## src/design/tss_pkg.sv

```systemverilog
// Shared widths, register indexes and reset values for the turn-signal sequencer.
`default_nettype none
package tss_pkg;

   localparam int TIME_W  = 32;
   localparam int PIXEL_W = 16;
   localparam int COLOR_W = 24;
   localparam int COUNT_W = PIXEL_W + 1;
   localparam int CSR_IDX_W  = 3;
   localparam int CSR_DATA_W = COLOR_W;

   localparam logic [CSR_IDX_W-1:0] REG_START_PIXEL = 3'd0;
   localparam logic [CSR_IDX_W-1:0] REG_END_PIXEL   = 3'd1;
   localparam logic [CSR_IDX_W-1:0] REG_STEP_MS     = 3'd2;
   localparam logic [CSR_IDX_W-1:0] REG_PAUSE_MS    = 3'd3;
   localparam logic [CSR_IDX_W-1:0] REG_LIT_COLOR   = 3'd4;

   localparam logic [PIXEL_W-1:0] START_PIXEL_RESET = 16'd0;
   localparam logic [PIXEL_W-1:0] END_PIXEL_RESET   = 16'd7;
   localparam logic [PIXEL_W-1:0] STEP_MS_RESET     = 16'd25;
   localparam logic [PIXEL_W-1:0] PAUSE_MS_RESET    = 16'd1000;
   localparam logic [COLOR_W-1:0] LIT_COLOR_RESET   = 24'hFF4500;

endpackage
`default_nettype wire

```

## src/design/tss_if.sv

```systemverilog
// Request and response channel interfaces of the turn-signal sequencer.
`default_nettype none
interface tss_req_if
   import tss_pkg::*;
   ();
   logic              valid;
   logic              ready;
   logic [TIME_W-1:0] now_ms;

   modport source (output valid, output now_ms, input ready);
   modport sink   (input valid, input now_ms, output ready);
endinterface

interface tss_rsp_if
   import tss_pkg::*;
   ();
   logic               valid;
   logic               ready;
   logic               is_clear;
   logic [PIXEL_W-1:0] pixel_index;
   logic [COLOR_W-1:0] pixel_value;

   modport source (output valid, output is_clear, output pixel_index, output pixel_value,
                   input ready);
   modport sink   (input valid, input is_clear, input pixel_index, input pixel_value,
                   output ready);
endinterface
`default_nettype wire

```

## src/design/sequential_turn_signal_sequencer_top.sv

```systemverilog
// Top level of the sequential turn-signal sequencer.
// A request that causes a pixel write or strip clear shows it on rsp in the next cycle.
// Throughput: one request per cycle; the output register lets a new request enter while
// the previous response is still waiting, as long as that response is taken in the same cycle.
// Reset (synchronous, active high) restores the register defaults and clears all counters,
// timestamps and the response valid.
`default_nettype none
module sequential_turn_signal_sequencer_top
   import tss_pkg::*;
   (
   input  wire                   clock,
   input  wire                   reset,
   tss_req_if.sink               req_chan,
   tss_rsp_if.source             rsp_chan,
   input  wire                   csr_we,
   input  wire [CSR_IDX_W-1:0]   csr_index,
   input  wire [CSR_DATA_W-1:0]  csr_wdata
   );

   logic [PIXEL_W-1:0] start_ff, end_ff, step_ms_ff, pause_ms_ff;
   logic [COLOR_W-1:0] color_ff;

   logic [COUNT_W-1:0] lit_ff, lit_in, dark_ff, dark_in;
   logic [TIME_W-1:0]  last_step_ff, last_step_in, last_pause_ff, last_pause_in;
   logic               pause_done_ff, pause_done_in;

   logic               rsp_valid_ff, rsp_valid_in;
   logic               rsp_clear_ff, rsp_clear_in;
   logic [PIXEL_W-1:0] rsp_index_ff, rsp_index_in;
   logic [COLOR_W-1:0] rsp_value_ff, rsp_value_in;

   logic               accept, emit, reverse, step_elapsed, pause_elapsed;
   logic [PIXEL_W-1:0] span, map_k;
   logic [COUNT_W-1:0] count;
   logic [TIME_W-1:0]  step_age, pause_age;

   assign req_chan.ready = !rsp_valid_ff || rsp_chan.ready;
   assign accept         = req_chan.valid && req_chan.ready;

   assign rsp_chan.valid       = rsp_valid_ff;
   assign rsp_chan.is_clear    = rsp_clear_ff;
   assign rsp_chan.pixel_index = rsp_index_ff;
   assign rsp_chan.pixel_value = rsp_value_ff;

   always_comb begin
      reverse       = start_ff > end_ff;
      span          = reverse ? (start_ff - end_ff) : (end_ff - start_ff);
      count         = {1'b0, span} + {{(COUNT_W-1){1'b0}}, 1'b1};
      step_age      = req_chan.now_ms - last_step_ff;
      pause_age     = req_chan.now_ms - last_pause_ff;
      step_elapsed  = step_age >= {{(TIME_W-PIXEL_W){1'b0}}, step_ms_ff};
      pause_elapsed = pause_age >= {{(TIME_W-PIXEL_W){1'b0}}, pause_ms_ff};

      lit_in        = lit_ff;
      dark_in       = dark_ff;
      last_step_in  = last_step_ff;
      last_pause_in = last_pause_ff;
      pause_done_in = pause_done_ff;
      emit          = 1'b0;
      rsp_clear_in  = 1'b0;
      rsp_value_in  = '0;
      map_k         = '0;

      if (lit_ff < count) begin
         // Lighting phase: one pixel per elapsed step interval.
         map_k = lit_ff[PIXEL_W-1:0];
         if (step_elapsed) begin
            emit         = 1'b1;
            rsp_value_in = color_ff;
            lit_in       = lit_ff + {{(COUNT_W-1){1'b0}}, 1'b1};
            last_step_in = req_chan.now_ms;
         end
      end else if (dark_ff < count) begin
         // Hold the full sweep for one pause, then turn pixels off one per request.
         map_k = dark_ff[PIXEL_W-1:0];
         if (!pause_done_ff) begin
            if (pause_elapsed) begin
               last_pause_in = req_chan.now_ms;
               pause_done_in = 1'b1;
            end
         end else begin
            emit    = 1'b1;
            dark_in = dark_ff + {{(COUNT_W-1){1'b0}}, 1'b1};
         end
      end else if (pause_elapsed) begin
         last_pause_in = req_chan.now_ms;
         lit_in        = '0;
         dark_in       = '0;
         pause_done_in = 1'b0;
         emit          = 1'b1;
         rsp_clear_in  = 1'b1;
      end

      if (rsp_clear_in) begin
         rsp_index_in = '0;
      end else begin
         rsp_index_in = reverse ? (start_ff - map_k) : (start_ff + map_k);
      end

      if (accept && emit) begin
         rsp_valid_in = 1'b1;
      end else if (rsp_chan.ready) begin
         rsp_valid_in = 1'b0;
      end else begin
         rsp_valid_in = rsp_valid_ff;
      end
   end

   always_ff @(posedge clock) begin
      if (reset) begin
         start_ff    <= START_PIXEL_RESET;
         end_ff      <= END_PIXEL_RESET;
         step_ms_ff  <= STEP_MS_RESET;
         pause_ms_ff <= PAUSE_MS_RESET;
         color_ff    <= LIT_COLOR_RESET;
      end else if (csr_we) begin
         unique case (csr_index)
            REG_START_PIXEL: start_ff    <= csr_wdata[PIXEL_W-1:0];
            REG_END_PIXEL:   end_ff      <= csr_wdata[PIXEL_W-1:0];
            REG_STEP_MS:     step_ms_ff  <= csr_wdata[PIXEL_W-1:0];
            REG_PAUSE_MS:    pause_ms_ff <= csr_wdata[PIXEL_W-1:0];
            REG_LIT_COLOR:   color_ff    <= csr_wdata[COLOR_W-1:0];
            default: ;
         endcase
      end
   end

   always_ff @(posedge clock) begin
      if (reset) begin
         lit_ff        <= '0;
         dark_ff       <= '0;
         last_step_ff  <= '0;
         last_pause_ff <= '0;
         pause_done_ff <= 1'b0;
         rsp_valid_ff  <= 1'b0;
      end else begin
         rsp_valid_ff <= rsp_valid_in;
         if (accept) begin
            lit_ff        <= lit_in;
            dark_ff       <= dark_in;
            last_step_ff  <= last_step_in;
            last_pause_ff <= last_pause_in;
            pause_done_ff <= pause_done_in;
         end
      end
   end

   always_ff @(posedge clock) begin
      if (accept && emit) begin
         rsp_clear_ff <= rsp_clear_in;
         rsp_index_ff <= rsp_index_in;
         rsp_value_ff <= rsp_value_in;
      end
   end

endmodule
`default_nettype wire

```

## src/flat_wrapper.sv

```systemverilog
// flat-port wrapper written by rule: the top's interface ports become plain ports
module sequential_turn_signal_sequencer_top_flat import tss_pkg::*;
  (clock, reset, csr_we, csr_index, csr_wdata, req_chan_valid, req_chan_now_ms, req_chan_ready, rsp_chan_valid, rsp_chan_is_clear, rsp_chan_pixel_index, rsp_chan_pixel_value, rsp_chan_ready);
  tss_req_if req_chan_i ();
  tss_rsp_if rsp_chan_i ();
  input  wire clock;
  input  wire reset;
  input  wire csr_we;
  input  wire [CSR_IDX_W-1:0] csr_index;
  input  wire [CSR_DATA_W-1:0] csr_wdata;
  input wire logic [$bits(req_chan_i.valid)-1:0] req_chan_valid;
  input wire logic [$bits(req_chan_i.now_ms)-1:0] req_chan_now_ms;
  output wire logic [$bits(req_chan_i.ready)-1:0] req_chan_ready;
  output wire logic [$bits(rsp_chan_i.valid)-1:0] rsp_chan_valid;
  output wire logic [$bits(rsp_chan_i.is_clear)-1:0] rsp_chan_is_clear;
  output wire logic [$bits(rsp_chan_i.pixel_index)-1:0] rsp_chan_pixel_index;
  output wire logic [$bits(rsp_chan_i.pixel_value)-1:0] rsp_chan_pixel_value;
  input wire logic [$bits(rsp_chan_i.ready)-1:0] rsp_chan_ready;
  assign req_chan_i.valid = req_chan_valid;
  assign req_chan_i.now_ms = req_chan_now_ms;
  assign req_chan_ready = req_chan_i.ready;
  assign rsp_chan_valid = rsp_chan_i.valid;
  assign rsp_chan_is_clear = rsp_chan_i.is_clear;
  assign rsp_chan_pixel_index = rsp_chan_i.pixel_index;
  assign rsp_chan_pixel_value = rsp_chan_i.pixel_value;
  assign rsp_chan_i.ready = rsp_chan_ready;
  sequential_turn_signal_sequencer_top u_core (.clock(clock), .reset(reset), .req_chan(req_chan_i), .rsp_chan(rsp_chan_i), .csr_we(csr_we), .csr_index(csr_index), .csr_wdata(csr_wdata));
endmodule
```

## config.mk

```make
export PLATFORM = sky130hd
export DESIGN_NAME = sequential_turn_signal_sequencer_top_flat
export DESIGN_NICKNAME = d
export VERILOG_FILES = /design/src/design/tss_pkg.sv /design/src/design/tss_if.sv /design/src/design/sequential_turn_signal_sequencer_top.sv /design/src/flat_wrapper.sv
export SDC_FILE = /design/constraint.sdc
export NUM_CORES = 1
export LEC_CHECK = 0
export BUFFER_PORTS_ARGS = -buffer_cell sky130_fd_sc_hd__buf_2
export CAP_MARGIN = 20
export CORE_ASPECT_RATIO = 1.1
export CORE_MARGIN = 2
export CORE_UTILIZATION = 63
export CTS_CLUSTER_SIZE = 16
export DETAILED_ROUTE_END_ITERATION = 8
export PLACE_DENSITY_LB_ADDON = 0.25
export SLEW_MARGIN = 20
export SYNTH_ARGS = -nofsm -noshare
export SYNTH_HDL_FRONTEND = slang
export SYNTH_SLANG_ARGS = --single-unit
```

## constraint.sdc

```tcl
create_clock -name clock -period 10.95 [get_ports clock]
set_input_delay 0.5475 -clock clock [delete_from_list [all_inputs] [get_ports clock]]
set_output_delay 0.5475 -clock clock [all_outputs]
set_load 0.02 [all_outputs]
```

=== Yosys cells after proc, flatten, opt, wreduce, memory -nomap -nowiden ===
Cells that the tools add are included.

* Add/sub/neg operators: 9
* Eq/ne operators: 8
* Reduce and logical (&&, ||, !) cells: 19
* Multiplexer cells: 25
* Bitwise logic cells: 1
* $lt $le $gt $ge: 5

{| class="wikitable"
|+ Operator list
! cell !! count
|-
| 17-bit 2-to-1 mux || 6
|-
| 32-bit 2-to-1 mux || 3
|-
| 32-bit by 16-bit >= comparator with 1-bit output || 2
|-
| 16-bit 2-to-1 mux || 4
|-
| 32-bit subtractor || 2
|-
| 16-bit subtractor || 3
|-
| 17-bit by 1-bit adder with 17-bit output, second input constant || 2
|-
| 17-bit < comparator || 2
|-
| 16-bit by 1-bit adder with 17-bit output, second input constant || 1
|-
| 16-bit adder || 1
|-
| 16-bit > comparator || 1
|-
| 1-bit 2-to-1 mux || 12
|-
| 2-bit AND reduction || 6
|-
| 3-bit AND reduction || 3
|-
| 4-bit AND reduction || 2
|-
| 3-bit by 2-bit equality test with 1-bit output, second input constant || 2
|-
| 2-bit by 1-bit inequality test with 1-bit output, second input constant || 3
|-
| 2-bit nonzero test || 3
|-
| 3-bit by 1-bit equality test with 1-bit output, second input constant || 1
|-
| 3-bit equality test, second input constant || 1
|-
| 3-bit zero test || 1
|-
| 1-bit logical AND || 2
|-
| 2-bit inequality test, second input constant || 1
|-
| 1-bit zero test || 1
|-
| 2 further kinds || 2
|}

* Input port bits: 64
* Word-level logic and storage cells: 81
* Register bits after elaboration: 229

=== Longest topological paths before layout ===
Gate-level depths: netlist (run 1).

* Depth after elaboration: 8
* Gate-level depth with buffers: 48
* Depth with buffers taken out: 44

=== Worst setup path before layout (run 1) ===
OpenSTA, ideal clock, no wires.

* Path kind: flip-flop to flip-flop
* From: reg u_core.start_ff[0]
* To: reg u_core.rsp_index_ff[15], in the netlist u_core.rsp_chan.pixel_index[15] (data pin)
* Setup slack: 1602 ps
* Path buffers: 3
* Arrival time: 9086 ps
* Period minus slack after synthesis: 9348 ps
* Stages on the path, launching flop included: 47
* Path through: dfxtp_1 inv_1 ha_1 fa_1 nand3b_1 a21oi_2 o31ai_2 a21o_1 buf_6 mux2i_1 a2bb2oi_1 o221ai_4 a221oi_1 o21ai_0 xor2_1 inv_1 or4b_2 xor2_1 (+11 left out) ha_1 nor2_1 a21oi_1 ha_1 a21o_1 a21oi_1 o21bai_1 a21oi_1 o21ai_0 a21oi_1 o21ai_0 or4b_2 a211o_1 nand3_1 o211ai_1 o2bb2ai_1 or3_1 mux2i_1

* Longest elaborated chain between the ends: 8
* Elaborated cells between the ends (all ways): 14
* Classes of those cells: add/sub (5); order compare (3); mux (6)

{| class="wikitable"
|+ Ends and longest elaborated chain
! element !! RTL line !! text
|-
| from (decl) || sequential_turn_signal_sequencer_top.sv:20 || <nowiki>logic [PIXEL_W-1:0] start_ff, end_ff, step_ms_ff, pause_ms_ff;</nowiki>
|-
| from (signal assigned) || sequential_turn_signal_sequencer_top.sv:118 || <nowiki>REG_START_PIXEL: start_ff <= csr_wdata[PIXEL_W-1:0];</nowiki>
|-
| 16-bit subtractor or 16-bit > comparator (tied branches) || sequential_turn_signal_sequencer_top.sv:47, sequential_turn_signal_sequencer_top.sv:46 ||
|-
| 16-bit 2-to-1 mux || sequential_turn_signal_sequencer_top.sv:47 || <nowiki>span = reverse ? (start_ff - end_ff) : (end_ff - start_ff);</nowiki>
|-
| 16-bit by 1-bit adder with 17-bit output || sequential_turn_signal_sequencer_top.sv:48 || <nowiki>count = {1'b0, span} + {{(COUNT_W-1){1'b0}}, 1'b1};</nowiki>
|-
| 17-bit < comparator || sequential_turn_signal_sequencer_top.sv:73 || <nowiki>end else if (dark_ff < count) begin</nowiki>
|-
| 16-bit 2-to-1 mux || sequential_turn_signal_sequencer_top.sv:73 ||
|-
| 16-bit 2-to-1 mux || sequential_turn_signal_sequencer_top.sv:64 || <nowiki>if (lit_ff < count) begin</nowiki>
|-
| 16-bit adder or 16-bit subtractor (tied branches) || sequential_turn_signal_sequencer_top.sv:97 || <nowiki>rsp_index_in = reverse ? (start_ff - map_k) : (start_ff + map_k);</nowiki>
|-
| 16-bit 2-to-1 mux || sequential_turn_signal_sequencer_top.sv:97 ||
|-
| to (signal assigned) || sequential_turn_signal_sequencer_top.sv:151 || <nowiki>rsp_index_ff <= rsp_index_in;</nowiki>
|-
| to (decl) || sequential_turn_signal_sequencer_top.sv:29 || <nowiki>logic [PIXEL_W-1:0] rsp_index_ff, rsp_index_in;</nowiki>
|}

Several ways; a longest one is shown, not always the timed one.
A chain may end at the register's enable or synchronous reset.

=== Final worst setup path (run 1) ===
* From: reg u_core.end_ff[11]
* To: reg u_core.rsp_index_ff[15], in the netlist u_core.rsp_chan.pixel_index[15] (data pin)

* Longest elaborated chain between the ends: 8
* Elaborated cells between the ends (all ways): 14
* Classes of those cells: add/sub (5); order compare (3); mux (6)

{| class="wikitable"
|+ Ends and longest elaborated chain
! element !! RTL line !! text
|-
| from (decl) || sequential_turn_signal_sequencer_top.sv:20 ||
|-
| from (signal assigned) || sequential_turn_signal_sequencer_top.sv:119 || <nowiki>REG_END_PIXEL: end_ff <= csr_wdata[PIXEL_W-1:0];</nowiki>
|-
| 16-bit subtractor or 16-bit > comparator (tied branches) || sequential_turn_signal_sequencer_top.sv:47, sequential_turn_signal_sequencer_top.sv:46 ||
|-
| 16-bit 2-to-1 mux || sequential_turn_signal_sequencer_top.sv:47 ||
|-
| 16-bit by 1-bit adder with 17-bit output || sequential_turn_signal_sequencer_top.sv:48 ||
|-
| 17-bit < comparator || sequential_turn_signal_sequencer_top.sv:73 ||
|-
| 16-bit 2-to-1 mux || sequential_turn_signal_sequencer_top.sv:73 ||
|-
| 16-bit 2-to-1 mux || sequential_turn_signal_sequencer_top.sv:64 ||
|-
| 16-bit adder or 16-bit subtractor (tied branches) || sequential_turn_signal_sequencer_top.sv:97 ||
|-
| 16-bit 2-to-1 mux || sequential_turn_signal_sequencer_top.sv:97 ||
|}

Several ways; a longest one is shown, not always the timed one.

==> run_results.csv, run 1 <==
group,metric,value,unit
routing,wl_per_cell,17.76,um
synth,syn_avg_cell_area,7.903,sq um
hold_path,min_path_type,"input port to flop",
routing,drtPass1Iterations,7,
layout,synthToLayoutAreaGrowth,9.197,%
critical_path,critPathCaptureType,"flop",
synth,synth_top_area_cell,"dfxtp_1",
pwr,p_switching,0.0007459,W
pwr,clkPwrFrac,36.8,%
flow_run,drv_cap,0,
timing,final_hold_viol_count,0,
timing,drv_slew,0,
critical_path,ff2ff_path_depth,42,
synth,synth.most_common_cell,"nand2_1",
critical_path,required,11.25,ns
synth,synth_cell_types,93,
synth,synth_flop_cell,"dfxtp_1",
critical_path,crit_path_max_fanout,25,
hold_path,min_path_cells,3,
critical_path,critPathArrivalTime,10.51,ns
timing,worst_pin_slew,1.024,ns
die,core,26880,sq um
pwr,swShare,31.42,%
synth,ys_ff_latch,229,
global_routing,grt.total_usage,31.57,%
timing,rsz0062_at_grt,"false",
global_routing,antenna_found_initial,1,
hold_path,hold_path.startpoint,"csr_wdata[23]",
synth,ys_seq_area_share,29.07,%
die,die_area,28610,sq um
clock_network,postCtsHoldBufs,0,
global_routing,grt_start_max_net_pins,72,
clock_network,clk_pin_slew,0.06,ns
synth,synth_top_area_share,21.91,%
critical_path,r2r_slack,0.74,ns
critical_path,worstReg2RegStart,"u_core.end_ff[11]",
placement,dp.cells,2545,
die,initial_core_util,63.92,%
die,die_h,177.2,um
pwr,max-vdd-ir-drop,0.0001385,V
critical_path,slowest_delay,0.70,ns
clock_network,cts_tree,"done",
synth,synthTopCellsByArea,"dfxtp_1 22%, ha_1 13%, edfxtp_1 7.2%",
clock_network,clock_latency,0.56,ns
routing,vias_per_cell,6.060,
clock_network,max-clock-path-buffers,3,
critical_path,criticalPathCategory,"flop to flop",
status,status,"finished, final reports clean",
clock_network,htreeDepth,1,
timing,min_period,10.21,ns
layout,instances_no_fill,2594,
timing,clock_skew,0.01921,ns
critical_path,cp-start-kind,"flop",
routing,vias,15720,
clock_network,root_buffer,"clkbuf_16",
placement,dp_hpwl,34.49,mm
synth,ys.warnings.count,0,
timing,fmax,0.09790,GHz
global_routing,overflow,0,
routing,final_antenna_net_count,0,
layout,drive_above_1_share,9.700,%
hold_path,whs_endpoint,"u_core.color_ff[23]",
timing,final.period_utilization,93.28,%
clock_network,cts.sinks,229,
routing,first_iter_violations,1097,
critical_path,timing.rr.end,"u_core.rsp_chan.pixel_index[15]",
synth,yosys-top-cells-count,"298 x nand2_1, 231 x a21oi_1, 189 x inv_1",
placement,gp_congestion,0.9643,
pwr,leakage,7.740,nW
synth,synthArstFlopShare,0,%
pwr,power.internal,0.001628,W
global_routing,grt_pass1_vias,14865,
clock_network,cts_inserted_buffers,26,
synth,synthCells,2174,
pwr,power.density,126.5,nW/um^2
die,fp-row-count,63,
timing,max_slew_margin,31.30,%
synth,syn_area,17180,sq um
critical_path,cpMaxStageDelayCell,"or4b_2",
layout,nets,2462,
timing,setup_viol,0,
synth,syn_nets,2418,
pwr,pwr-share-comb,25.4,%
routing,drc_errors,0,
pwr,pwr-share-seq,37.9,%
timing,tns,0,ns
placement,port_buffers,106,
layout,fillers,2298,
die,chipWidth,161.5,um
die,num_io_pins,107,
layout,antenna_cells,0,
synth,synth_edf_count,41,
routing,wl,46.07,mm
global_routing,grt_pass1_wl,74.27,mm
==> layout make-up <==
class / instances / area (sq um) / share of cell area (%)
multi-input combinational: 1645 / 11050 / 58.91
sequential: 229 / 4995 / 26.62
clock buffer: 35 / 755.7 / 4.028
inverter: 190 / 713.2 / 3.801
timing repair buffer: 126 / 686.9 / 3.661
tap: 357 / 446.7 / 2.381
clock inverter: 12 / 112.6 / 0.6002
==> critical path, delay by kind of cell, from the launching register on <==
kind | cells | cell delay (ns)
buffers and inverters | 3 | 0.50
flip-flops | 1 | 0.36
AO/OA/AOI/OAI | 19 | 4.18
adder cells (fa/ha/maj) | 4 | 1.24
AND/OR/NAND/NOR | 12 | 2.90
XOR/XNOR | 2 | 0.42
multiplexers | 2 | 0.33
==> flip-flops by register name, indices dropped and copies added, names as in the netlist, 17 cells and up <==
register	flops
u_core.last_pause_ff	32
u_core.last_step_ff	32
u_core.color_ff	24
u_core.rsp_chan.pixel_value	24
u_core.dark_ff	17
u_core.lit_ff	17
==> layout by cell type, fill, tap and decap left out, types with 10 or more instances in the layout <==
cell type / n
nand4_1: 26
xnor2_1: 50
nand2_1: 298
and2_1: 22
a31oi_1: 16
nand2b_1: 26
nor3_1: 52
buf_4: 20
dfxtp_1: 188
or3_1: 12
buf_2: 105
nand3_1: 80
inv_1: 189
edfxtp_1: 41
a21o_1: 59
o31ai_1: 10
o21bai_1: 15
a21oi_1: 230
mux2i_1: 57
xor2_1: 33
nor2_1: 117
o21ai_0: 71
a211oi_1: 13
nor2b_1: 14
clkbuf_16: 27
o211ai_1: 31
and3_1: 50
ha_1: 175
nor4_1: 11
==> routing by layer <==
layer  global-route usage, %  share of wire (%)  routed length [um]  up-vias
li1                        -                  -                   -     7781
met1                   38.01                 41               18740     7332
met2                   57.12                 50               22950      482
met3                   3.397                5.3                2438      125
met4                   13.36                4.2                1948        0
met5                       0                  0                   0        -
==> worst max path at each step <==
stage	to	slack [ns]	from
floorplan	u_core.rsp_chan.pixel_index[15]	1.60	u_core.start_ff[0]
global placement	u_core.rsp_chan.pixel_index[15]	0.74	u_core.end_ff[5]
detailed placement	u_core.rsp_chan.pixel_index[15]	0.44	u_core.end_ff[11]
CTS	u_core.rsp_chan.pixel_index[15]	0.36	u_core.end_ff[11]
global route	u_core.rsp_chan.pixel_index[15]	0.02	u_core.end_ff[14]
finish	u_core.rsp_chan.pixel_index[15]	0.74	u_core.end_ff[11]
==> logic make-up (layout without fill, tap and decap cells) <==
group | count (synthesis) | after routing | synth area share, %
and+or+nand+nor | 751 | 751 | 20.93
AOI/OAI and AO/OA | 565 | 565 | 21.48
buffers and inverters | 300 | 363 | 6.925
DFF | 229 | 229 | 29.07
adders and majority gates | 180 | 180 | 13.33
xor gates and xnor gates | 87 | 87 | 4.610
muxes | 62 | 62 | 3.663
==> through the flow <==
step / setup WS (ns) / hold slack (ns) / utilization, % / total power (W) / cell area [sq um]
final: 0.7360 / 0.1990 / 69.80 / 0.002374 / 18760
after CTS: 0.3596 / 0.1847 / 69.65 / 0.002379 / 18720
after global placement: 0.7433 / 0.4379 / 66.38 / 0.001492 / 17840
after detailed placement: 0.4420 / 0.4448 / 66.42 / 0.001510 / 17850
after global routing: 0.02221 / 0.2051 / 69.80 / 0.002489 / 18760
after floorplan: 1.602 / 0.4319 / - / 0.001356 / 17180
==> power by group through the flow <==
stage	clock network, W	logic (W)	registers (W)
floorplan	0	0.000427	0.000928
global placement	0	0.000576	0.000916
detailed placement	0	0.000593	0.000917
CTS	0.000884	0.000596	0.000899
global route	0.000921	0.000667	0.000901
finish	0.000873	0.000602	0.000899
==> timing repair <==
action / in CTS / in global routing
gates resized for setup: 0 / 4
hold endpoints to repair: 0 / 0
setup endpoints to repair: 0 / 2
buffers inserted: 0 / 2
No activity file was read; power rests on OpenSTA's default activity.
==> run 2: changes to the inputs <==
Settings changed: RECOVER_POWER from default to 50.
==> run_results.csv, run 2 (synthesis results as in run 1) <==
group,metric,value,unit
status,status,"finished with violations",
status,violations,"max-capacitance violations, max-slew violations",
timing,final_hold_viol_count,0,
global_routing,grt_start_max_net_pins,72,
critical_path,ff2ff_path_depth,42,
placement,dp_hpwl,34.49,mm
die,core,26880,sq um
clock_network,clk_pin_slew,0.06,ns
clock_network,root_buffer,"clkbuf_16",
global_routing,grt_pass1_wl,74.27,mm
clock_network,clock_latency,0.56,ns
critical_path,required,11.24,ns
layout,synthToLayoutAreaGrowth,8.840,%
layout,final_common_cell,"nand2_1",
layout,instances_no_fill,2594,
timing,min_period,10.22,ns
global_routing,grt_pass1_vias,14865,
critical_path,criticalPathCategory,"flop to flop",
placement,dp.cells,2545,
critical_path,critPathCaptureType,"flop",
critical_path,cpMaxStageDelayCell,"or4b_2",
layout,finalInstanceArea,18700,sq um
clock_network,max-clock-path-buffers,3,
routing,wl,46.18,mm
critical_path,cp-start-kind,"flop",
layout,reg.largest.list,"u_core.last_pause_ff x32, u_core.last_step_ff x32",
routing,final_antenna_net_count,0,
pwr,power.density,126.8,nW/um^2
pwr,leakage,7.617,nW
timing,worst_pin_slew,3.243,ns
placement,post_dp_cell_area,17850,sq um
routing,vias,15732,
hold_path,min_path_cells,3,
timing,max_slew_margin,-116.2,%
timing,tns,0,ns
die,num_io_pins,107,
die,chipWidth,161.5,um
routing,vias_per_cell,6.065,
layout,nets,2462,
routing,first_iter_violations,1217,
timing,setup_viol,0,
layout,layout_common_cells,"298 x nand2_1, 230 x a21oi_1, 189 x inv_1",
routing,wl_per_cell,17.80,um
die,die_area,28610,sq um
timing,clock_skew,0.02374,ns
timing,fmax,0.09780,GHz
global_routing,antenna_found_initial,1,
clock_network,cts_inserted_buffers,26,
timing,final.period_utilization,93.38,%
global_routing,overflow,0,
clock_network,cts_tree,"done",
die,die_h,177.2,um
flow_run,drv_cap,2,
critical_path,crit_path_max_fanout,25,
placement,port_buffers,106,
critical_path,critPathArrivalTime,10.52,ns
placement,gp_congestion,0.9643,
die,fp-row-count,63,
clock_network,cts.sinks,229,
hold_path,min_path_type,"input port to flop",
timing,rsz0062_at_grt,"false",
layout,drive_above_1_share,7.689,%
layout,antenna_cells,0,
pwr,max-vdd-ir-drop,0.0001387,V
routing,drc_errors,0,
die,initial_core_util,63.92,%
critical_path,slowest_delay,0.70,ns
layout,fillers,2327,
timing,drv_slew,138,
global_routing,grt.total_usage,31.57,%
clock_network,htreeDepth,1,
routing,drtPass1Iterations,7,
run 2: power breakdown:
group	internal, W	switching (W)
combinational	0.000231	0.000369
sequential	0.000886	0.0000129
clock	0.000508	0.000364
run 2: area by class of cell:
cell class / count / area, sq um / area share [%]
Sequential cell: 229 / 4995 / 26.71
Inverter: 190 / 713.2 / 3.814
Tap cell: 357 / 446.7 / 2.389
Clock inverter: 12 / 112.6 / 0.6022
Clock buffer: 35 / 755.7 / 4.041
Timing Repair Buffer: 126 / 625.6 / 3.345
Multi-Input combinational cell: 1645 / 11050 / 59.10
run 2: path summary, 6_finish.rpt:
| path | slack (ns) | startpoint | to |
|---|---|---|---|
| worst min-delay path | 0.20 | csr_wdata[23] | u_core.color_ff[23] |
| worst max-delay path | 0.73 | u_core.end_ff[11] | u_core.rsp_chan.pixel_index[15] |
| worst min register to register | 0.45 | u_core.color_ff[2] | u_core.color_ff[2] |
| worst max register to register | 0.73 | u_core.end_ff[11] | u_core.rsp_chan.pixel_index[15] |
run 2: critical path: cells and delay by family, from the launching register on:
family	cells	cell delay, ns
AOI/OAI and AO/OA	19	4.21
xor gates and xnor gates	2	0.41
adders and majority gates	4	1.24
buffers and inverters	3	0.49
DFF	1	0.36
muxes	2	0.33
and+or+nand+nor	12	2.89
run 2: repair_timing:
action	CTS	global route
setup endpoints to repair	0	2
resized for setup	0	4
hold buffers	0	0
buffers inserted	0	2
run 2: layer usage:
metal  vias to the layer above  part of all wire [%]  global-route usage, %
li1                       7771                     -                      -
met2                       497                    50                  57.12
met3                       122                   5.5                  3.397
met4                         0                   4.2                  13.36
met1                      7342                    41                  38.01
met5                         -                     0                      0
run 2: per-stage QoR:
stage	hold slack, ns	setup WS (ns)	util (%)	total power (W)
finish	0.1981	0.7251	69.57	0.002372
global route	0.2051	0.02221	69.57	0.002487
CTS	0.1847	0.3596	69.65	0.002379
detailed placement	0.4448	0.4420	66.42	0.001510
global placement	0.4379	0.7433	66.38	0.001492
floorplan	0.4319	1.602	-	0.001356
==> run 3: changes to the inputs <==
Settings changed: CORE_UTILIZATION 63 to 50.
==> run_results.csv, run 3 (synthesis results as in run 1) <==
group,metric,value,unit
critical_path,critPathCaptureType,"flop",
timing,clock_skew,0.01500,ns
critical_path,critPathArrivalTime,10.50,ns
pwr,power.density,132.0,nW/um^2
timing,min_period,10.19,ns
timing,worst_pin_slew,3.358,ns
die,die_area,35860,sq um
critical_path,cp-start-kind,"flop",
layout,instances_no_fill,2681,
routing,vias_per_cell,5.888,
clock_network,cts_setup_buffers,0,
critical_path,crit_path_max_fanout,25,
pwr,p_total,0.002494,W
routing,wl_per_cell,18.56,um
global_routing,grt.total_usage,26.95,%
timing,fmax,0.09813,GHz
timing,final.period_utilization,93.07,%
flow_run,drv_cap,3,
status,violations,"max-capacitance violations, max-slew violations",
placement,dp.cells,2631,
layout,layout_common_cells,"298 x nand2_1, 231 x a21oi_1, 189 x inv_1",
die,fp-row-count,71,
routing,vias,15785,
routing,first_iter_violations,1062,
clock_network,postCtsHoldBufs,0,
global_routing,grt_start_max_net_pins,73,
layout,nets,2466,
die,die_h,198.4,um
timing,max_slew_margin,-123.9,%
timing,final_hold_viol_count,0,
critical_path,cpMaxStageDelayCell,"or4b_2",
critical_path,cp_common_cell,"a21oi_1",
clock_network,clock_latency,0.57,ns
clock_network,cts_inserted_buffers,27,
clock_network,htreeDepth,1,
placement,dp_hpwl,37.54,mm
layout,final_core_util,55.50,%
clock_network,clk_pin_slew,0.06,ns
layout,finalInstanceArea,18880,sq um
clock_network,cts.sinks,229,
critical_path,criticalPathCategory,"flop to flop",
die,num_io_pins,107,
global_routing,grt_pass1_wl,78.94,mm
clock_network,ctsResizeCount,0,
timing,setup_viol,0,
routing,wl,49.76,mm
clock_network,cts_tree,"done",
routing,final_antenna_net_count,0,
timing,drv_slew,168,
die,initial_core_util,50.50,%
die,chipWidth,180.7,um
die,core,34020,sq um
placement,gp_congestion,0.9731,
timing,rsz0062_at_grt,"false",
clock_network,max-clock-path-buffers,3,
layout,synthToLayoutAreaGrowth,9.911,%
placement,port_buffers,106,
layout,reg.largest.list,"u_core.last_pause_ff x32, u_core.last_step_ff x32",
layout,antenna_cells,0,
global_routing,overflow,0,
layout,final_common_cell,"nand2_1",
status,status,"finished with violations",
routing,drtPass1Iterations,7,
pwr,max-vdd-ir-drop,0.0001092,V
critical_path,required,11.26,ns
layout,drive_above_1_share,7.624,%
placement,post_dp_cell_area,17990,sq um
layout,fillers,3263,
hold_path,min_path_type,"input port to flop",
timing,tns,0,ns
clock_network,root_buffer,"clkbuf_16",
global_routing,antenna_found_initial,0,
critical_path,slowest_delay,0.69,ns
pwr,leakage,7.658,nW
routing,drc_errors,0,
global_routing,grt_pass1_vias,15097,
[run 3: cell count changes in the layout (fill, tap and decap cells not counted), sizes merged]
| cell | before | now |
|---|---|---|
| clkbuf | 80 | 86 |
| bufinv | 1 | 5 |
| buf | 81 | 80 |
| clkinv | 11 | 4 |
| clkinvlp | 1 | 2 |
| inv | 189 | 192 |
[run 3: stage by stage]
stage	hold WS, ns	worst slack [ns]
after CTS	0.1710	0.7350
after global routing	0.1985	0.06587
after global placement	0.4374	1.034
final	0.1925	0.7594
after detailed placement	0.4429	0.7870
after floorplan	0.4319	1.602
[run 3: cell type report]
cell class                 instances  area [sq um]  area share (%)
timing repair buffer             129         638.1           3.379
multi-input combinational       1645         11030           58.42
clock buffer                      37         743.2           3.936
sequential                       229          4995           26.45
inverter                         190         713.2           3.777
tap                              438         548.0           2.902
clock inverter                    13         214.0           1.133
[run 3: worst paths after layout]
path                       startpoint                              end  slack (ns)  depth (start not counted)
setup / recovery    u_core.end_ff[11]  u_core.rsp_chan.pixel_index[15]        0.76                         42
hold / removal          csr_wdata[23]              u_core.color_ff[23]        0.19                          3
setup reg to reg    u_core.end_ff[11]  u_core.rsp_chan.pixel_index[15]        0.76                         42
hold reg to reg   u_core.color_ff[13]              u_core.color_ff[13]        0.45                          2
[run 3: power by group]
part,switching [W],leakage (nW),internal (W)
Sequential,0.0000128,1.91,0.000886
Clock,0.000384,0.462,0.000596
Combinational,0.000381,5.29,0.000233
[run 3: layer usage]
layer	vias to the layer above	GRT usage (%)	wire length (um)
li1	7781	-	-
met1	7474	32.69	21090
met2	407	48.54	24530
met3	123	2.819	1990
met4	0	11.35	2141
met5	-	0	0
[run 3: critical path: cells and delay by family, from the launching register on]
kind,cells,cell delay (ns)
multiplexers,2,0.33
adder cells (fa/ha/maj),4,1.23
buffers and inverters,3,0.49
AO/OA/AOI/OAI,19,4.06
flip-flops,1,0.37
AND/OR/NAND/NOR,12,3.01
XOR/XNOR,2,0.42
